--- src/sv/rtph_pkg.sv ---
// shared types and constants for the rtp h.264 depacketizer
// no dependencies; imported by every module of the block

package rtph_pkg;

    localparam int unsigned POS_W = 6;
    localparam logic [POS_W-1:0] POS_MAX = 6'd63;

    localparam logic [4:0] NAL_SINGLE_MIN = 5'd1;
    localparam logic [4:0] NAL_SINGLE_MAX = 5'd23;
    localparam logic [4:0] NAL_FU_A = 5'd28;
    localparam logic [4:0] NAL_FU_B = 5'd29;

    localparam logic [7:0] SC_ZERO = 8'h00;
    localparam logic [7:0] SC_ONE = 8'h01;

    // start code bytes 0..3 then the header byte at step 4
    localparam logic [2:0] STEP_SC_ONE = 3'd3;
    localparam logic [2:0] STEP_HDR = 3'd4;

    typedef enum logic [1:0] {
        MODE_DROP  = 2'd0,
        MODE_PASS  = 2'd1,
        MODE_FUHDR = 2'd2
    } mode_t;

    // one queued command: a single pass byte, or a start code plus header
    typedef struct packed {
        logic       is_start;
        logic [7:0] data;
    } cmd_t;

endpackage

--- src/sv/rtp_h264_depacketizer.sv ---
// top level of the rtp to h.264 annex-b depacketizer
// depends on rtph_pkg, rtph_front, rtph_fifo, rtph_back
//
// input channel: push/full queue port, one packet byte per transaction with
// in_last on the final byte of the packet. the first RTP_HEADER_BYTES bytes
// are dropped, the next byte is the nal header.
// output channel: empty/pop queue port; out_byte is the stream byte,
// nal_start flags the first 00 of a start code, run_last the last byte made
// from one input byte.
// a single nal header or an fu header with s set and e clear gives five
// output bytes (00 00 00 01 hdr); each payload byte gives one.
// an input transaction passes the command queue and then the back part's command register before its first result.
// throughput: one input byte per cycle while the output is popped every cycle;
// the back part emits one byte per cycle, so a start code holds it for five
// output bytes and the command queue of FIFO_DEPTH entries absorbs the burst.
// when the receiver stalls, the queue fills and full rises.
// reset clears position, mode, saved indicator bits, the queue and the output.

module rtp_h264_depacketizer
    import rtph_pkg::*;
#(
    parameter int unsigned RTP_HEADER_BYTES = 12,
    parameter int unsigned FIFO_DEPTH = 8
)
(
    input  logic       clk,
    input  logic       rst_n,
    input  logic       push,
    output logic       full,
    input  logic [7:0] in_byte,
    input  logic       in_last,
    output logic       empty,
    input  logic       pop,
    output logic [7:0] out_byte,
    output logic       nal_start,
    output logic       run_last
);

    logic q_full;
    logic q_wr;
    cmd_t q_wdata;
    logic q_rd;
    cmd_t q_rdata;
    logic q_empty;

    rtph_front #(
        .RTP_HEADER_BYTES(RTP_HEADER_BYTES)
    ) u_front (
        .clk     (clk),
        .rst_n   (rst_n),
        .push    (push),
        .full    (full),
        .in_byte (in_byte),
        .in_last (in_last),
        .q_full  (q_full),
        .q_wr    (q_wr),
        .q_wdata (q_wdata)
    );

    rtph_fifo #(
        .DEPTH(FIFO_DEPTH)
    ) u_fifo (
        .clk     (clk),
        .rst_n   (rst_n),
        .wr      (q_wr),
        .wdata   (q_wdata),
        .q_full  (q_full),
        .rd      (q_rd),
        .rdata   (q_rdata),
        .q_empty (q_empty)
    );

    rtph_back u_back (
        .clk       (clk),
        .rst_n     (rst_n),
        .q_empty   (q_empty),
        .q_rdata   (q_rdata),
        .q_rd      (q_rd),
        .empty     (empty),
        .pop       (pop),
        .out_byte  (out_byte),
        .nal_start (nal_start),
        .run_last  (run_last)
    );

endmodule

--- src/sv/rtph_front.sv ---
// front part: accepts packet bytes, tracks position and mode, emits commands
// depends on rtph_pkg

module rtph_front
    import rtph_pkg::*;
#(
    parameter int unsigned RTP_HEADER_BYTES = 12
)
(
    input  logic       clk,
    input  logic       rst_n,
    input  logic       push,
    output logic       full,
    input  logic [7:0] in_byte,
    input  logic       in_last,
    input  logic       q_full,
    output logic       q_wr,
    output cmd_t       q_wdata
);

    localparam logic [POS_W-1:0] HPOS = POS_W'(RTP_HEADER_BYTES);

    logic [POS_W-1:0] pos_reg;
    logic [POS_W-1:0] pos_next;
    mode_t            mode_reg;
    mode_t            mode_next;
    logic [2:0]       ind_reg;
    logic [2:0]       ind_next;
    logic             accept;
    logic [4:0]       nal_type;

    assign full     = q_full;
    assign accept   = push && !q_full;
    assign nal_type = in_byte[4:0];

    always_ff @(posedge clk or negedge rst_n)
    begin
        if (!rst_n)
        begin
            pos_reg  <= '0;
            mode_reg <= MODE_DROP;
            ind_reg  <= '0;
        end
        else
        begin
            pos_reg  <= pos_next;
            mode_reg <= mode_next;
            ind_reg  <= ind_next;
        end
    end

    // next state
    always_comb
    begin
        pos_next  = pos_reg;
        mode_next = mode_reg;
        ind_next  = ind_reg;
        if (accept)
        begin
            if (pos_reg == HPOS)
            begin
                unique case (nal_type) inside
                    [NAL_SINGLE_MIN:NAL_SINGLE_MAX]: mode_next = MODE_PASS;
                    NAL_FU_A, NAL_FU_B:
                    begin
                        mode_next = MODE_FUHDR;
                        ind_next  = in_byte[7:5];
                    end
                    default: mode_next = MODE_DROP;
                endcase
            end
            else if (pos_reg > HPOS)
            begin
                unique case (mode_reg)
                    MODE_FUHDR: mode_next = MODE_PASS;
                    default:    mode_next = mode_reg;
                endcase
            end
            if (in_last)
            begin
                pos_next  = '0;
                mode_next = MODE_DROP;
            end
            else if (pos_reg != POS_MAX)
            begin
                pos_next = pos_reg + POS_W'(1);
            end
        end
    end

    // command output
    always_comb
    begin
        q_wr             = 1'b0;
        q_wdata.is_start = 1'b0;
        q_wdata.data     = in_byte;
        if (accept)
        begin
            if (pos_reg == HPOS)
            begin
                if (nal_type >= NAL_SINGLE_MIN && nal_type <= NAL_SINGLE_MAX)
                begin
                    q_wr             = 1'b1;
                    q_wdata.is_start = 1'b1;
                end
            end
            else if (pos_reg > HPOS)
            begin
                unique case (mode_reg)
                    MODE_FUHDR:
                    begin
                        // start bit set and end bit clear
                        if (in_byte[7] && !in_byte[6])
                        begin
                            q_wr             = 1'b1;
                            q_wdata.is_start = 1'b1;
                            q_wdata.data     = {ind_reg, in_byte[4:0]};
                        end
                    end
                    MODE_PASS: q_wr = 1'b1;
                    default:   q_wr = 1'b0;
                endcase
            end
        end
    end

endmodule

--- src/sv/rtph_fifo.sv ---
// small command queue between the front and back parts
// depends on rtph_pkg

module rtph_fifo
    import rtph_pkg::*;
#(
    parameter int unsigned DEPTH = 4
)
(
    input  logic clk,
    input  logic rst_n,
    input  logic wr,
    input  cmd_t wdata,
    output logic q_full,
    input  logic rd,
    output cmd_t rdata,
    output logic q_empty
);

    localparam int unsigned PW = (DEPTH > 1) ? $clog2(DEPTH) : 1;
    localparam int unsigned CW = $clog2(DEPTH + 1);
    localparam logic [PW-1:0] PTR_LAST = PW'(DEPTH - 1);
    localparam logic [CW-1:0] CNT_FULL = CW'(DEPTH);

    cmd_t          mem_reg [DEPTH];
    logic [PW-1:0] wr_ptr_reg;
    logic [PW-1:0] rd_ptr_reg;
    logic [CW-1:0] cnt_reg;
    logic          do_wr;
    logic          do_rd;

    assign q_full  = (cnt_reg == CNT_FULL);
    assign q_empty = (cnt_reg == '0);
    assign do_wr   = wr && !q_full;
    assign do_rd   = rd && !q_empty;
    assign rdata   = mem_reg[rd_ptr_reg];

    always_ff @(posedge clk)
    begin
        if (do_wr)
        begin
            mem_reg[wr_ptr_reg] <= wdata;
        end
    end

    always_ff @(posedge clk or negedge rst_n)
    begin
        if (!rst_n)
        begin
            wr_ptr_reg <= '0;
            rd_ptr_reg <= '0;
            cnt_reg    <= '0;
        end
        else
        begin
            if (do_wr)
            begin
                wr_ptr_reg <= (wr_ptr_reg == PTR_LAST) ? '0 : wr_ptr_reg + PW'(1);
            end
            if (do_rd)
            begin
                rd_ptr_reg <= (rd_ptr_reg == PTR_LAST) ? '0 : rd_ptr_reg + PW'(1);
            end
            if (do_wr && !do_rd)
            begin
                cnt_reg <= cnt_reg + CW'(1);
            end
            else if (do_rd && !do_wr)
            begin
                cnt_reg <= cnt_reg - CW'(1);
            end
        end
    end

endmodule

--- src/sv/rtph_back.sv ---
// back part: expands queued commands into annex-b stream bytes
// depends on rtph_pkg

module rtph_back
    import rtph_pkg::*;
(
    input  logic       clk,
    input  logic       rst_n,
    input  logic       q_empty,
    input  cmd_t       q_rdata,
    output logic       q_rd,
    output logic       empty,
    input  logic       pop,
    output logic [7:0] out_byte,
    output logic       nal_start,
    output logic       run_last
);

    logic       valid_reg;
    logic       valid_next;
    cmd_t       cmd_reg;
    cmd_t       cmd_next;
    logic [2:0] step_reg;
    logic [2:0] step_next;
    logic       take;
    logic       done;

    assign empty = !valid_reg;
    assign take  = valid_reg && pop;
    assign done  = !cmd_reg.is_start || (step_reg == STEP_HDR);
    // load a new command when idle or when the current one finishes
    assign q_rd  = !q_empty && (!valid_reg || (take && done));

    always_comb
    begin
        valid_next = valid_reg;
        cmd_next   = cmd_reg;
        step_next  = step_reg;
        if (q_rd)
        begin
            valid_next = 1'b1;
            cmd_next   = q_rdata;
            step_next  = '0;
        end
        else if (take)
        begin
            if (done)
            begin
                valid_next = 1'b0;
            end
            else
            begin
                step_next = step_reg + 3'd1;
            end
        end
    end

    always_ff @(posedge clk or negedge rst_n)
    begin
        if (!rst_n)
        begin
            valid_reg <= 1'b0;
            step_reg  <= '0;
        end
        else
        begin
            valid_reg <= valid_next;
            step_reg  <= step_next;
        end
    end

    always_ff @(posedge clk)
    begin
        cmd_reg <= cmd_next;
    end

    always_comb
    begin
        if (!cmd_reg.is_start || step_reg == STEP_HDR)
        begin
            out_byte = cmd_reg.data;
        end
        else if (step_reg == STEP_SC_ONE)
        begin
            out_byte = SC_ONE;
        end
        else
        begin
            out_byte = SC_ZERO;
        end
    end

    assign nal_start = cmd_reg.is_start && (step_reg == '0);
    assign run_last  = done;

endmodule

--- config.mk ---
export PLATFORM = sky130hd
export DESIGN_NAME = rtp_h264_depacketizer
export DESIGN_NICKNAME = d
export VERILOG_FILES = /design/src/sv/rtph_pkg.sv /design/src/sv/rtp_h264_depacketizer.sv /design/src/sv/rtph_front.sv /design/src/sv/rtph_fifo.sv /design/src/sv/rtph_back.sv
export SDC_FILE = /design/constraint.sdc
export NUM_CORES = 1
export LEC_CHECK = 0
export ABC_CLOCK_PERIOD_IN_PS = 5000
export BUFFER_PORTS_ARGS = -buffer_cell sky130_fd_sc_hd__buf_2
export CAP_MARGIN = 40
export CORE_UTILIZATION = 45
export CTS_CLUSTER_DIAMETER = 120
export DETAILED_ROUTE_END_ITERATION = 6
export PLACE_DENSITY = 0.6
export REMOVE_ABC_BUFFERS = 1
export SLEW_MARGIN = 20
export SYNTH_ARGS = -nofsm -noshare
export SYNTH_HDL_FRONTEND = slang
export SYNTH_HIERARCHICAL = 1
export SYNTH_SLANG_ARGS = --single-unit
--- constraint.sdc ---
create_clock -name clk -period 5 [get_ports clk]
set_clock_uncertainty 0.2 [all_clocks]
set_input_delay 0.25 -clock clk [delete_from_list [all_inputs] [get_ports clk]]
set_output_delay 0.25 -clock clk [all_outputs]
set_load 0.02 [all_outputs]
# Word-level counts from Yosys, hierarchy flattened
# Memory sizes are Yosys's and may differ from the RTL's. A register that Yosys moved wholly into a read port is not among the register bits.
# Index checks and enable logic that the tools add are counted.
# Widths: inputs -> output; s select.
[word_totals]
reg_bits = 25
latchBits = 0
ramBits = 72
mem_bits_ro = 0
in_bits = 13
output_inout_bits = 12
mem_count = 1
[classes]
add_sub_neg = 6
n_mul = 0
div = 0
order_cmp = 3
n_eq_ne = 12
shifts = 0
n_mux = 33
bitwise = 0
n_reduce_logical = 34
[memory_table]
columns = ["memory", "depth", "width", "read_ports", "rd_ports_with_merged_regs", "write_ports", "line_no", "text"]
rows = [
  ["u_fifo.mem_reg", 8, 9, 1, 1, 1, "rtph_fifo.sv:25", "cmd_t mem_reg [DEPTH];"],
]
[op_table]
columns = ["cell", "n"]
rows = [
  ["$mux 9", 4],
  ["$mux 8", 2],
  ["$mux 3", 5],
  ["$mux 1", 12],
  ["$mux 6", 2],
  ["$logic_and 1x1->1", 11],
  ["$eq 5x5->1 const B", 2],
  ["$add 3x1->3 const B", 3],
  ["$eq 3x3->1 const B", 3],
  ["$mux 2", 4],
  ["$mux 4", 2],
  ["$reduce_bool 2->1", 4],
  ["$logic_not 1->1", 7],
  ["$add 6x1->6 const B", 1],
  ["$eq 6x4->1 const B", 1],
  ["$gt 6x4->1 const B", 1],
  ["$ne 6x6->1 const B", 1],
  ["$reduce_and 2->1", 3],
  ["$reduce_and 3->1", 2],
  ["$reduce_bool 3->1", 2],
  ["$ge 5x1->1 const B", 1],
  ["$le 5x5->1 const B", 1],
  ["$add 4x1->4 const B", 1],
  ["$eq 4x4->1 const B", 1],
  ["other kinds (11)", 12],
]

# Longest topological paths before layout
[depth]
word_depth = 12
mapped_depth = 14
depth_no_buf = 14

# Cells and area by module
# The synthesis kept the hierarchy.
[modules_own_cells]
columns = ["mod", "n_inst", "cells_each", "area_per_inst_um2"]
rows = [
  ["rtph_fifo", 1, 169, 3397.0],
  ["rtph_front", 1, 88, 785.8],
  ["rtph_back", 1, 47, 616.8],
]

# Least setup slack after synthesis
# No wires, ideal clock.
[synth_timing]
path_type = "flip-flop to flip-flop"
startpoint = "reg u_back.step_reg[0]"
endpoint = "reg u_fifo.cnt_reg[3]"
arrival_time_ps = 3147
required_time_ps = 4669
setup_slack_ps = 1522
stages_incl_launch_ff = 14
path_buffers = 0
period_less_slack_ps = 3478
cell_sequence = "dfrtp_1 -> inv_1 -> ha_1 -> a21boi_4 -> inv_2 -> nand2_1 -> a21oi_1 -> o41ai_4 -> ha_1 -> inv_1 -> ha_1 -> or4_1 -> o211ai_1 -> o211ai_1"
[synth_via]
elab_chain_cells = 9
word_cells_on_any_way = 11
cone_classes = "eq/ne: 1; mux: 1; reduce/logical: 9"
[synth_rtl]
columns = ["element", "line_no", "text"]
rows = [
  ["start: declaration", "rtph_back.sv:23", "logic [2:0] step_reg;"],
  ["start signal: assignment", "rtph_back.sv:68", "step_reg <= step_next;"],
  ["$eq 3x3->1 (*)", "rtph_back.sv:30", "assign done = !cmd_reg.is_start || (step_reg == STEP_HDR);"],
  ["$logic_or 1x1->1 (*)", "rtph_back.sv:30", ""],
  ["$logic_and 1x1->1 (*)", "rtph_back.sv:32", "assign q_rd = !q_empty && (!valid_reg || (take && done));"],
  ["$logic_or 1x1->1 (*)", "rtph_back.sv:32", ""],
  ["$logic_and 1x1->1 (*)", "rtph_back.sv:32", ""],
  ["named net q_rd", "rtp_h264_depacketizer.sv:42", "logic q_rd;"],
  ["$logic_and 1x1->1 (*)", "rtph_fifo.sv:35", "assign do_rd = rd && !q_empty;"],
  ["$logic_not 1->1", "rtph_fifo.sv:64", "if (do_wr && !do_rd)"],
  ["$logic_and 1x1->1", "rtph_fifo.sv:64", ""],
  ["$mux 4 or $reduce_bool 2->1 (tied branches)", "--", ""],
  ["end signal: assignment", "rtph_fifo.sv:66", "cnt_reg <= cnt_reg + CW'(1);"],
  ["end signal: assignment", "rtph_fifo.sv:70", "cnt_reg <= cnt_reg - CW'(1);"],
  ["end: declaration", "rtph_fifo.sv:28", "logic [CW-1:0] cnt_reg;"],
]
# Mark *: on every way through the listed nets, which the timed path passes. The rest lies on a longest branch.
# A chain may end at the register's enable or synchronous reset.

# Worst setup path in the final report
[layout_timing]
startpoint = "reg u_fifo.cnt_reg[0]"
endpoint = "reg u_fifo.cnt_reg[3]"
[layout_via]
elab_chain_cells = 8
word_cells_on_any_way = 18
cone_classes = "add/sub: 2; eq/ne: 1; mux: 3; reduce/logical: 12"
[layout_rtl]
columns = ["element", "line_no", "text"]
rows = [
  ["$eq 4x4->1 (*)", "rtph_fifo.sv:32", "assign q_full = (cnt_reg == CNT_FULL);"],
  ["$logic_not 1->1 (*)", "rtph_front.sv:33", "assign accept = push && !q_full;"],
  ["$logic_and 1x1->1 (*)", "rtph_front.sv:33", ""],
  ["$mux 1 (*)", "rtph_front.sv:97", "if (accept)"],
  ["named net q_wr", "rtp_h264_depacketizer.sv:40", "logic q_wr;"],
  ["$logic_and 1x1->1 (*)", "rtph_fifo.sv:34", "assign do_wr = wr && !q_full;"],
  ["named net u_fifo.do_wr", "rtph_fifo.sv:29", "logic do_wr;"],
  ["$logic_not 1->1", "rtph_fifo.sv:68", "else if (do_rd && !do_wr)"],
  ["$logic_and 1x1->1", "rtph_fifo.sv:68", ""],
  ["$reduce_bool 2->1 (no line)", "--", ""],
]
# Mark *: on every way through the listed nets, which the timed path passes. The rest lies on a longest branch. The select of a mux whose other input is x is not followed.

==> results by group <==
Die
  – Initial core utilization: 0.465
  – Ports: 25
  – Die area: about 11000 um^2
  – Chip width: roughly 110 um
  – Core Region: just over 10000 um^2
  – Row count: 37
  – Die height: approximately 110 um

Placement
  – Routability Congestion: between 0.7 and 0.8
  – Port bufs: 24
  – Placed cell area: 5120 um^2
  – Detail Placement HPWL: 5.72 mm

Clocking
  – Total setup buffers inserted after CTS: 0
  – Clock slew at reported path FFs: ~0.1 ns
  – Clock sink total: ~110
  – H-tree depth: 3
  – CTS tree: yes
  – Clock Latency Late Sink: about 0.36 ns
  – Clock Tree Root: clkbuf_8
  – Cts bufs inserted: 9
  – Maximum buffer depth of the clock tree: 2

Final layout
  – Fillcell total: 841
  – Max FFs per register: about 70
  – # diodes: 0
  – Layout cells sized above 1: 0.293
  – Final instance area: 5410 um^2
  – Syn-to-layout area delta: 12.7%
  – Layout Nets: ~370

Worst setup path
  – CP max FO: 8
  – Crit path launch type: flop
  – Arrival time at the worst endpoint: between 3 and 4 ns
  – Crit path kind: reg -> reg
  – Critical path required time: approximately 5.0 ns
  – Crit. End Element: flop

GRT
  – Most used routing layer in global routing: met2
  – M2 GR Usage: 0.278
  – Total grt overflow: 0
  – First-pass GRT wire length: between 10 and 15 mm
  – Initial antenna violation count: 0
  – Number of global-route vias before repair: 2648
  – Total GRT Usage: 0.171
  – Met1 GRT Util: 0.226
  – Largest net degree at the start of global routing: 26
  – Met3 Usage GRT: 0.0433

Logic synthesis
  – Average size of a mapped cell: 15.8 um^2
  – Synth Register Bits: 106
  – Netlist Area Pre-Place: about 4800 um^2
  – Ys Warns: 6
  – Post-Syn Instances: between 300 and 400
  – Sequential fraction of the synthesis area: 0.637
  – Most used DFF post-synth: edfxtp_1
  – Post-synth ARST share: 0.236
  – Post-synth EDFFs: between 80 and 90
  – Cell variety after synth: 55

Routing
  – Drt total wl: between 8 and 9 mm
  – Vias/cell: 5.34
  – Via count: between 2000 and 3000
  – WL/cell: 17.2 um
  – First-pass iteration count of the detailed router: 4
  – Post-route DRC: 0
  – Initial drt markers: roughly 120
  – Antenna Nets Post-Route: 0

Timing
  – Worst slew pin tran: roughly 0.63 ns
  – Max-slew violation count: 0
  – Final hold vios: 0
  – Setup TNS: 0 ns
  – Final setup viols: 0
  – Fmax achieved: between 0.2 and 0.3 GHz
  – RSZ-0062 raised after global routing: false
  – Tcrit/Tclk final: 0.757
  – Worst rel slew slack: 0.573
  – Tmin final: 3.78 ns

Worst hold path
  – HP Class: in -> reg

Power
  – Lkg Pwr: about 0.002 uW
  – Internal: about 1700 uW
  – P_sw: about 850 uW
  – Maximum VDD drop: approximately 190 uV
  – Power density cells: 474 nW/um^2
  – Total Power: 2570 uW
  – Part of the power in registers: 0.472
  – Switching share of power: 0.332
  – Gate power share: 0.337
  – Clock share of power: 0.191

Outcome
  – Outcome: complete, no violations

Job
  – Total of max-cap violations: 0
-- through the flow --
step | setup WS (ns) | hold WS [ns] | util | instances
floorplan | 1.39 | -0.246 | - | 288
finish | 1.22 | 0.196 | 0.524 | 487
global placement | 1.36 | 0.0895 | 0.490 | 455
detailed placement | 1.25 | 0.0961 | 0.496 | 460
CTS | 1.24 | 0.168 | 0.524 | 487
global route | 0.854 | 0.190 | 0.524 | 487
-- area by class of cell --
cell class	count	area [um^2]	share of cell area
Tap cell	136	170	0.0314
Multi-Input combinational cell	169	1600	0.296
Clock buffer	9	124	0.0229
Timing Repair Buffer	47	348	0.0643
Inverter	13	48.8	0.00902
Sequential cell	106	3060	0.565
Clock inverter	7	58.8	0.0109
-- synthesized netlist by cell type, drive strengths merged, types with 2 or more instances --
| library cell | instances | share of area |
|---|---|---|
| nor2b | 2 | 0.0026 |
| nor2 | 7 | 0.0055 |
| nand4b | 2 | 0.0037 |
| clkbuf | 4 | 0.0031 |
| inv | 13 | 0.010 |
| mux2i | 3 | 0.0063 |
| nor4 | 4 | 0.0083 |
| ha | 14 | 0.036 |
| dfrtp | 25 | 0.13 |
| buf | 12 | 0.017 |
| nand3 | 5 | 0.0052 |
| o21ai | 11 | 0.011 |
| and2 | 8 | 0.010 |
| mux2 | 19 | 0.047 |
| nand3b | 3 | 0.0047 |
| edfxtp | 81 | 0.51 |
| a21o | 3 | 0.0047 |
| mux4 | 18 | 0.084 |
| o211ai | 2 | 0.0031 |
| or3 | 2 | 0.0026 |
| nand4 | 2 | 0.0026 |
| a21oi | 11 | 0.011 |
| xnor2 | 2 | 0.0037 |
| nand2b | 4 | 0.0052 |
| nand2 | 18 | 0.016 |
| nor3 | 9 | 0.012 |
-- critical path, stage by stage (launching register included) --
cell      delay (ns)
dfrtp_1         0.54
or4b_4          0.24
inv_1           0.06
nor2b_1         0.40
o21ai_0         0.26
a21oi_1         0.30
nand2_4         0.15
inv_1           0.08
ha_1            0.23
inv_1           0.13
ha_1            0.36
or4_1           0.51
o211ai_1        0.10
o211ai_1        0.09
-- per-layer routing --
metal,share of wire,wire [um]
met5,0,0
met4,0.0089,75
met3,0.037,307
met2,0.49,4140
met1,0.46,3870
-- final timing paths --
check / from / endpoint / slack (ns) / cells after the start
setup / recovery: u_fifo/cnt_reg[0] / u_fifo/cnt_reg[3] / 1.22 / 13
hold / removal: push / u_front/pos_reg[5] / 0.20 / 3
setup reg to reg: u_fifo/cnt_reg[0] / u_fifo/cnt_reg[3] / 1.22 / 13
hold reg to reg: u_front/ind_reg[0] / u_front/ind_reg[0] / 0.33 / 1
max in group asynchronous: rst_n / u_fifo/wr_ptr_reg[1] / 4.00 / 2
min in group asynchronous: rst_n / u_back/valid_reg / 0.22 / 2
-- power groups by stage --
stage,Clock (uW),Sequential (uW),Combinational [uW]
4_1_cts,511,1220,881
5_1_grt,541,1230,960
3_3_place_gp,0,1280,771
3_5_place_dp,0,1230,871
2_1_floorplan,0,1240,594
6_report,489,1210,866
-- cell usage in the layout (no fill, tap or decap), drive strengths merged, types with 14 or more instances in the layout --
cell type	netlist	routed
buf	12	36
mux2	19	19
dfrtp	25	25
ha	14	14
inv	13	16
mux4	18	18
edfxtp	81	81
nand2	18	18
-- what timing repair did --
action	in CTS	in global routing
hold buffers	11	0
endpoints found under the setup margin	0	0
resized for setup	0	0
endpoints found under the hold margin	67	0
-- logic make-up (layout without fill, tap and decap cells) --
group / Yosys count / after routing / share of synthesized area
buf+inv: 29 / 76 / 0.0300
mux: 40 / 40 / 0.138
flops: 106 / 106 / 0.637
fa+ha+maj: 15 / 15 / 0.0407
compound gates: 39 / 39 / 0.0597
xor+xnor: 2 / 2 / 0.00365
simple gates: 73 / 73 / 0.0912
Power figures use the tool's default switching activity.
